[config.mk]
export PLATFORM = sky130hd
export DESIGN_NAME = tcp_byte_stream_reassembler_top
export DESIGN_NICKNAME = d
export VERILOG_FILES = /design/src/design/tbsr_pkg.sv /design/src/design/tbsr_alu.sv /design/src/design/tbsr_window.sv /design/src/design/tcp_byte_stream_reassembler_top.sv
export VERILOG_INCLUDE_DIRS = /design/src /design/src/design
export SDC_FILE = /design/constraint.sdc
export NUM_CORES = 1
export LEC_CHECK = 0
export BUFFER_PORTS_ARGS = -buffer_cell sky130_fd_sc_hd__buf_2
export CORE_UTILIZATION = 35
export DETAILED_ROUTE_END_ITERATION = 10
export PLACE_DENSITY = 0.56
export SYNTH_ARGS = -nofsm -noshare
export SYNTH_HDL_FRONTEND = slang
export SYNTH_SLANG_ARGS = --single-unit
[constraint.sdc]
create_clock -name clk_i -period 7.56 [get_ports clk_i]
set_input_delay 1.134 -clock clk_i [delete_from_list [all_inputs] [get_ports clk_i]]
set_output_delay 1.134 -clock clk_i [all_outputs]
set_load 0.02 [all_outputs]
[src/design/tcp_byte_stream_reassembler_top_defines.svh]
// Assertion macros for the stream reassembler.
// Used at the end of tcp_byte_stream_reassembler_top; expects clk_i and rst_ni in scope.
`ifndef TCP_BYTE_STREAM_REASSEMBLER_TOP_DEFINES_SVH
`define TCP_BYTE_STREAM_REASSEMBLER_TOP_DEFINES_SVH

// same-cycle implication
`define TBSR_ASSERT_NOW(lbl, ante, cons, msg) \
  lbl: assert property (@(posedge clk_i) disable iff (!rst_ni) (ante) |-> (cons)) \
    else $error(msg);

// next-cycle implication
`define TBSR_ASSERT_NEXT(lbl, ante, cons, msg) \
  lbl: assert property (@(posedge clk_i) disable iff (!rst_ni) (ante) |=> (cons)) \
    else $error(msg);

`endif

[src/design/tbsr_pkg.sv]
// Shared constants and types for the stream reassembler.
// No dependencies.
`default_nettype none

package tbsr_pkg;

  localparam int WIN_AW       = 6;
  localparam int WINDOW_BYTES = 1 << WIN_AW;
  localparam int CNT_W        = WIN_AW + 1;
  localparam int IDX_W        = 64;
  localparam int ROOM_W       = 7;

  typedef struct packed {
    logic invert_b;
    logic carry_in;
  } alu_op_t;

  typedef struct packed {
    logic              wr_en;
    logic [WIN_AW-1:0] wr_addr;
    logic [7:0]        wr_data;
    logic              rd_en;
    logic [WIN_AW-1:0] rd_addr;
    logic [WIN_AW-1:0] chk_addr;
  } win_ctrl_t;

endpackage

`default_nettype wire

[src/design/tbsr_alu.sv]
// Shared 64-bit add/subtract unit for the stream reassembler.
// Depends on tbsr_pkg.
`default_nettype none

module tbsr_alu
  import tbsr_pkg::*;
(
  input  wire logic [IDX_W-1:0] a_i,
  input  wire logic [IDX_W-1:0] b_i,
  input  wire alu_op_t          op_i,
  output logic      [IDX_W-1:0] sum_o,
  output logic                  cout_o
);

  logic [IDX_W-1:0] b_sel;
  logic [IDX_W:0]   full;

  always_comb begin
    b_sel  = op_i.invert_b ? ~b_i : b_i;
    full   = {1'b0, a_i} + {1'b0, b_sel} + {{IDX_W{1'b0}}, op_i.carry_in};
    sum_o  = full[IDX_W-1:0];
    cout_o = full[IDX_W];
  end

endmodule

`default_nettype wire

[src/design/tbsr_window.sv]
// Circular window store with per-slot valid marks.
// Depends on tbsr_pkg.
`default_nettype none

module tbsr_window
  import tbsr_pkg::*;
(
  input  wire logic      clk_i,
  input  wire logic      rst_ni,
  input  wire win_ctrl_t ctrl_i,
  output logic [7:0]     rd_data_o,
  output logic           chk_valid_o
);

  logic [7:0]              mem_q [WINDOW_BYTES];
  logic [7:0]              rd_data_q;
  logic [WINDOW_BYTES-1:0] valid_q;

  always_ff @(posedge clk_i) begin
    if (ctrl_i.wr_en) begin
      mem_q[ctrl_i.wr_addr] <= ctrl_i.wr_data;
    end
    if (ctrl_i.rd_en) begin
      rd_data_q <= mem_q[ctrl_i.rd_addr];
    end
  end

  // reading a slot releases it
  always_ff @(posedge clk_i or negedge rst_ni) begin
    if (!rst_ni) begin
      valid_q <= '0;
    end else begin
      if (ctrl_i.wr_en) begin
        valid_q[ctrl_i.wr_addr] <= 1'b1;
      end
      if (ctrl_i.rd_en) begin
        valid_q[ctrl_i.rd_addr] <= 1'b0;
      end
    end
  end

  assign rd_data_o   = rd_data_q;
  assign chk_valid_o = valid_q[ctrl_i.chk_addr];

endmodule

`default_nettype wire

[src/design/tcp_byte_stream_reassembler_top.sv]
// Top level of the byte stream reassembler: sequencer, stream state, result port.
// Depends on tbsr_pkg, tbsr_alu, tbsr_window and the assertion macro header.
//
// Usage: drive one request (one stream byte, or an empty substring) on the
// input ports with start high; it is taken at the edge where busy is low.
// busy stays high while the request is worked on. Each result appears for one
// cycle with res_stb_o high; the receiver cannot hold it off. A request gives
// one result per released in-order byte (out_valid_o high), or a single status
// result (out_valid_o low, out_byte_o zero) when nothing is released.
// run_last_o marks the last result of a request; stream_closed_o and
// pending_bytes_o carry the state after the whole request on every result.
// A closed stream goes straight to its status result. Otherwise the single 64-bit
// add/subtract unit is used once each for the window check, the end index, the
// pushed count and the close compare, the run scan checks one valid mark per
// cycle, and the single read port of the window memory gives one byte per cycle.
// busy falls in the cycle of the last strobe, so the next request can be taken
// at the edge that ends it.
// Reset clears the valid marks, pushed count, end marking, closed flag and
// pending count at once; there is no clearing pass.
`include "tcp_byte_stream_reassembler_top_defines.svh"
`default_nettype none

module tcp_byte_stream_reassembler_top
  import tbsr_pkg::*;
(
  input  wire logic              clk_i,
  input  wire logic              rst_ni,
  input  wire logic              start,
  output logic                   busy,
  input  wire logic [IDX_W-1:0]  byte_index_i,
  input  wire logic [7:0]        data_byte_i,
  input  wire logic              no_byte_i,
  input  wire logic              segment_end_i,
  input  wire logic              final_substring_i,
  input  wire logic [ROOM_W-1:0] writer_room_i,
  output logic                   res_stb_o,
  output logic                   out_valid_o,
  output logic [7:0]             out_byte_o,
  output logic                   run_last_o,
  output logic                   stream_closed_o,
  output logic [ROOM_W-1:0]      pending_bytes_o
);

  localparam logic [2:0] S_IDLE  = 3'd0;
  localparam logic [2:0] S_OFS   = 3'd1;
  localparam logic [2:0] S_END   = 3'd2;
  localparam logic [2:0] S_SCAN  = 3'd3;
  localparam logic [2:0] S_CALC  = 3'd4;
  localparam logic [2:0] S_CLOSE = 3'd5;
  localparam logic [2:0] S_DRAIN = 3'd6;
  localparam logic [2:0] S_STAT  = 3'd7;

  localparam logic [CNT_W-1:0]  WIN_CNT  = CNT_W'(WINDOW_BYTES);
  localparam logic [ROOM_W-1:0] WIN_ROOM = ROOM_W'(WINDOW_BYTES);

  logic [2:0]        state_q, state_d;
  logic [IDX_W-1:0]  pushed_q, pushed_d;
  logic [IDX_W-1:0]  end_q, end_d;
  logic              end_known_q, end_known_d;
  logic              closed_q, closed_d;
  logic [ROOM_W-1:0] pending_q, pending_d;
  logic [CNT_W-1:0]  cnt_q, cnt_d;
  logic [WIN_AW-1:0] rd_ptr_q, rd_ptr_d;
  logic              emit_q, emit_d;
  logic              emit_byte_q, emit_byte_d;
  logic              last_q, last_d;

  logic [IDX_W-1:0]  idx_q;
  logic [7:0]        byte_q;
  logic              nob_q;
  logic              mark_q;
  logic [ROOM_W-1:0] room_q;

  logic [IDX_W-1:0]  alu_a, alu_b, alu_sum;
  alu_op_t           alu_op;
  logic              alu_cout;

  win_ctrl_t         win_ctrl;
  logic [7:0]        win_rd_data;
  logic              win_chk_valid;

  logic              in_win;
  logic [WIN_AW-1:0] scan_slot;

  tbsr_alu u_alu (
    .a_i    (alu_a),
    .b_i    (alu_b),
    .op_i   (alu_op),
    .sum_o  (alu_sum),
    .cout_o (alu_cout)
  );

  tbsr_window u_window (
    .clk_i       (clk_i),
    .rst_ni      (rst_ni),
    .ctrl_i      (win_ctrl),
    .rd_data_o   (win_rd_data),
    .chk_valid_o (win_chk_valid)
  );

  assign scan_slot = pushed_q[WIN_AW-1:0] + cnt_q[WIN_AW-1:0];
  assign in_win    = !nob_q && (alu_sum[IDX_W-1:ROOM_W] == '0) &&
                     (alu_sum[ROOM_W-1:0] < room_q);

  always_comb begin
    alu_a  = '0;
    alu_b  = '0;
    alu_op = '{invert_b: 1'b0, carry_in: 1'b0};
    unique case (state_q)
      S_OFS: begin
        alu_a  = idx_q;
        alu_b  = pushed_q;
        alu_op = '{invert_b: 1'b1, carry_in: 1'b1};
      end
      S_END: begin
        alu_a  = idx_q;
        alu_op = '{invert_b: 1'b0, carry_in: !nob_q};
      end
      S_CALC: begin
        alu_a = pushed_q;
        alu_b = IDX_W'(cnt_q);
      end
      S_CLOSE: begin
        alu_a  = pushed_q;
        alu_b  = end_q;
        alu_op = '{invert_b: 1'b1, carry_in: 1'b1};
      end
      default: begin
      end
    endcase
  end

  always_comb begin
    state_d     = state_q;
    pushed_d    = pushed_q;
    end_d       = end_q;
    end_known_d = end_known_q;
    closed_d    = closed_q;
    pending_d   = pending_q;
    cnt_d       = cnt_q;
    rd_ptr_d    = rd_ptr_q;
    emit_d      = 1'b0;
    emit_byte_d = emit_byte_q;
    last_d      = last_q;
    win_ctrl    = '{wr_en: 1'b0, wr_addr: idx_q[WIN_AW-1:0], wr_data: byte_q,
                    rd_en: 1'b0, rd_addr: rd_ptr_q, chk_addr: idx_q[WIN_AW-1:0]};
    unique case (state_q)
      S_IDLE: begin
        if (start) begin
          state_d = closed_q ? S_STAT : S_OFS;
        end
      end
      S_OFS: begin
        if (in_win) begin
          win_ctrl.wr_en = 1'b1;
          if (!win_chk_valid) begin
            pending_d = pending_q + ROOM_W'(1);
          end
        end
        state_d = S_END;
      end
      S_END: begin
        if (mark_q) begin
          end_d       = (alu_cout && !nob_q) ? '1 : alu_sum;
          end_known_d = 1'b1;
        end
        cnt_d   = '0;
        state_d = S_SCAN;
      end
      S_SCAN: begin
        win_ctrl.chk_addr = scan_slot;
        if ((cnt_q < WIN_CNT) && win_chk_valid) begin
          cnt_d = cnt_q + CNT_W'(1);
        end else begin
          state_d = S_CALC;
        end
      end
      S_CALC: begin
        pushed_d  = alu_sum;
        pending_d = pending_q - ROOM_W'(cnt_q);
        rd_ptr_d  = pushed_q[WIN_AW-1:0];
        state_d   = S_CLOSE;
      end
      S_CLOSE: begin
        closed_d = end_known_q && alu_cout;
        state_d  = (cnt_q == '0) ? S_STAT : S_DRAIN;
      end
      S_DRAIN: begin
        win_ctrl.rd_en = 1'b1;
        rd_ptr_d       = rd_ptr_q + WIN_AW'(1);
        cnt_d          = cnt_q - CNT_W'(1);
        emit_d         = 1'b1;
        emit_byte_d    = 1'b1;
        last_d         = (cnt_q == CNT_W'(1));
        if (cnt_q == CNT_W'(1)) begin
          state_d = S_IDLE;
        end
      end
      S_STAT: begin
        emit_d      = 1'b1;
        emit_byte_d = 1'b0;
        last_d      = 1'b1;
        state_d     = S_IDLE;
      end
      default: begin
        state_d = S_IDLE;
      end
    endcase
  end

  always_ff @(posedge clk_i or negedge rst_ni) begin
    if (!rst_ni) begin
      state_q     <= S_IDLE;
      pushed_q    <= '0;
      end_q       <= '0;
      end_known_q <= 1'b0;
      closed_q    <= 1'b0;
      pending_q   <= '0;
      cnt_q       <= '0;
      rd_ptr_q    <= '0;
      emit_q      <= 1'b0;
      emit_byte_q <= 1'b0;
      last_q      <= 1'b0;
    end else begin
      state_q     <= state_d;
      pushed_q    <= pushed_d;
      end_q       <= end_d;
      end_known_q <= end_known_d;
      closed_q    <= closed_d;
      pending_q   <= pending_d;
      cnt_q       <= cnt_d;
      rd_ptr_q    <= rd_ptr_d;
      emit_q      <= emit_d;
      emit_byte_q <= emit_byte_d;
      last_q      <= last_d;
    end
  end

  // request capture; room capped at the window size
  always_ff @(posedge clk_i) begin
    if (start && !busy) begin
      idx_q  <= byte_index_i;
      byte_q <= data_byte_i;
      nob_q  <= no_byte_i;
      mark_q <= final_substring_i && (segment_end_i || no_byte_i);
      room_q <= (writer_room_i > WIN_ROOM) ? WIN_ROOM : writer_room_i;
    end
  end

  assign busy            = (state_q != S_IDLE);
  assign res_stb_o       = emit_q;
  assign out_valid_o     = emit_byte_q;
  assign out_byte_o      = emit_byte_q ? win_rd_data : 8'd0;
  assign run_last_o      = last_q;
  assign stream_closed_o = closed_q;
  assign pending_bytes_o = pending_q;

  `TBSR_ASSERT_NEXT(a_accept_busy, start && !busy, busy, "accepted request did not raise busy")
  `TBSR_ASSERT_NOW(a_last_idle, res_stb_o && run_last_o, !busy, "busy after last result")
  `TBSR_ASSERT_NOW(a_status_last, res_stb_o && !out_valid_o, run_last_o,
                   "status result not last")
  `TBSR_ASSERT_NEXT(a_closed_sticky, closed_q, closed_q, "closed flag dropped")
  `TBSR_ASSERT_NOW(a_pending_max, 1'b1, pending_q <= WIN_ROOM, "pending count above window")

endmodule

`default_nettype wire

==> impl_metrics.csv <==
group,metric,value,unit
global_routing,grt_util_all_layers,21.4,%
worst_setup_path,critPathCapture,"u_window.mem_q[10][2]",
synth,synth_fp_nets,3287,
synth,ys_ff_latch,821,
worst_setup_path,critPathLaunchType,"flop",
timing,grt_setup_unrepaired,"false",
timing,finalMaxSlewViolations,0,
worst_setup_path,path_max_fanout,35,
global_routing,overflow,0,
drt,ant_nets,0,
synth,synth-edff-count,601,
final_layout,finalInstanceArea,43500,sq um
final_layout,post-route-util,40.5,%
drt,drt-pass1-iter-count,5,
power_and_ir_drop,peakVddDrop,0.247,mV
worst_setup_path,cp.depth,19,
worst_setup_path,slowest_stage,"nor2_1",
cts,postCtsSetupRepairBufs,0,
die,dieHeight,331,microns
worst_setup_path,crit_type,"reg2reg",
final_layout,layout_commonest_cell,"edfxtp_1",
placed_design,dpl_cell_area,40600,sq um
worst_hold_path,hold_class,"in2async",
die,io_pins,105,
global_routing,grt_max_degree,112,
synth,synth_top_flop_cell,"edfxtp_1",
die,coreArea,107000,sq um
final_layout,final_nets,3404,
cts,cts.sinks,821,
final_layout,n_fill_cell,10100,
drt,drc,0,
worst_setup_path,critPathCaptureType,"flop",
cts,clk_latency,0.71,ns
die,dieArea,110000,sq um
cts,cts_buffers,88,
placed_design,dp.final_hpwl,80000,microns
timing,setup_tns,0,ns
worst_setup_path,slowest_delay,0.61,ns
synth,synth_area,38000,sq um
cts,cts_hold_buf,0,
timing,period_minus_slack,7.00,ns
final_layout,drive_above_1_share,13.2,%
cts,clk_pin_slew,0.06,ns
drt,post_drt_wl_per_cell,25.5,microns
worst_setup_path,rr_worst_depth,19,
worst_setup_path,cp_num_buf_inv,3,
power_and_ir_drop,totalPowerFinal,17500,uW
drt,vias_per_cell,5.86,
cts,cts_resized,0,
run_status,status,"complete, no violations",
final_layout,area_growth,14.5,%
timing,finalHoldViolations,0,
final_layout,layout_common_cells,"edfxtp_1 (601), nand2_1 (257), nor2_1 (253), dfrtp_1 (220), a21oi_1 (180)",
worst_setup_path,timing.rr.end,"u_window.mem_q[10][2]",
run,cap_violations,0,
synth,yosysWarnings,0,
placed_design,place_congestion,0.951,
die,die-width,331,microns
synth,async_flop_share,26.8,%
worst_setup_path,path_cells,"inv_1, nand2_1, a21oi_4, a22o_1, fa_1, inv_1, fa_1, nand2b_1, a21oi_1, o21ai_1, o31a_2, xnor2_1, or3_1, nor4_1, nand4_1, nor4_4, buf_12, nand2_1, nor2_1",
global_routing,grt_pass1_vias,26900,
worst_setup_path,reg2reg_slack,0.56,ns
cts,cts_max_level,3,
die,initial_core_util,35.4,%
timing,fin_crit_sh,92.6,%
cts,cts_tree,"yes",
worst_setup_path,r2r_start,"state_q[0]",
worst_setup_path,arrival,7.31,ns
worst_setup_path,startpoint,"state_q[0]",
placed_design,port_buffers,104,
power_and_ir_drop,power.density,402,nW/um^2
global_routing,grt_first_pass_wirelength,178000,microns
timing,setup_violations,0,
worst_setup_path,crit_family,"simple AND/OR/NAND/NOR gates",
synth,netlist_instances,3113,
final_layout,antenna-diode-count,0,
synth,avgSynthCellArea,12.2,sq um
power_and_ir_drop,p_leak,0.0158,uW
timing,maxSlewHeadroom,21.6,%
cts,cts.path.max_buffers,3,
die,row_count,120,
cts,root_buffer,"clkbuf_16",
drt,drtIter0Drc,2807,
timing,finClkSkew,0.0874,ns
timing,fmax,143,MHz
drt,via_count,27600,
synth,ys_seq_area_share,62.0,%
global_routing,antenna_found_initial,6,
drt,wl,120000,microns
worst_setup_path,crit_required,7.87,ns
synth,synth.distinct_cells,91,
timing,max_slew.worst_pin.slew,1.17,ns
-- through the flow --
step	std cells	setup slack [ns]	hold WS, ns
2_1_floorplan	3113	1.63	0.440
3_3_place_gp	4543	0.783	0.452
3_5_place_dp	4543	0.706	0.463
4_1_cts	4707	0.680	0.479
5_1_grt	4707	0.0479	0.496
6_report	4707	0.556	0.435
-- synth_stat cells (all sizes together), types with 53 or more instances --
cell type / n / share of area, %
a22o: 120 / 2.8
ha: 85 / 2.8
a22oi: 153 / 3.0
clkbuf: 141 / 1.4
nand2: 257 / 2.5
inv: 53 / 0.52
edfxtp: 601 / 48
nor2: 255 / 2.5
dfrtp: 220 / 14
o22ai: 74 / 1.2
a21oi: 181 / 2.4
a31oi: 112 / 1.8
buf: 62 / 0.74
o21ai: 120 / 1.6
a221oi: 56 / 1.3
nand4: 53 / 0.98
-- sequential cells by signal, summed over array words and instances, names as in the netlist, 3 cells and up --
signal,cells
u_window.valid_q,64
u_window.rd_data_o,8
room_q,7
rd_ptr_q,6
pending_bytes_o,7
byte_q,8
u_window.mem_q,512
state_q,3
pushed_q,64
cnt_q,7
end_q,64
idx_q,64
-- metal layers --
metal / up-vias / global-route usage [%] / routed length, microns
li1: 12400 / - / -
met1: 13800 / 29.3 / 51700
met2: 1140 / 34.3 / 56500
met3: 229 / 3.12 / 7980
met4: 2 / 7.81 / 3930
met5: - / 0 / 13
-- cells by family (layout without fill, tap and decap cells) --
logic type               Yosys count  after routing  share of synthesized area [%]
AO/OA/AOI/OAI                   1021           1021                           18.6
XOR/XNOR                          58             58                           1.34
adder cells (fa/ha/maj)           89             89                           3.01
buffers and inverters            256            447                           2.66
flip-flops                       821            821                           62.0
multiplexers                      57             57                           1.85
AND/OR/NAND/NOR                  811            811                           10.5
-- report_power, final --
group          switching [uW]  total (uW)  internal [uW]  leakage [uW]
Clock                    1910        4380           2470       0.00142
Sequential                444        5880           5430       0.00823
Combinational            4800        7210           2410       0.00617
-- area by class of cell --
cell class,count,area (sq um),area share [%]
sequential,821,23600,54.1
inverter,53,199,0.457
timing repair buffer,230,1540,3.54
multi-input combinational,2036,13500,31.1
tap,1403,1760,4.04
clock buffer,105,2300,5.28
clock inverter,59,648,1.49
-- worst min path at each step --
stage                         start              endpoint  slack, ns  cells after the start
6_report                     rst_ni             end_q[41]       0.44                      1
5_1_grt        u_window.valid_q[58]  u_window.valid_q[58]       0.50                      1
4_1_cts                 end_known_q           end_known_q       0.48                      1
3_5_place_dp            end_known_q           end_known_q       0.46                      1
3_3_place_gp            end_known_q           end_known_q       0.45                      1
2_1_floorplan           end_known_q           end_known_q       0.44                      1
No activity file was read; power rests on OpenSTA's default activity.
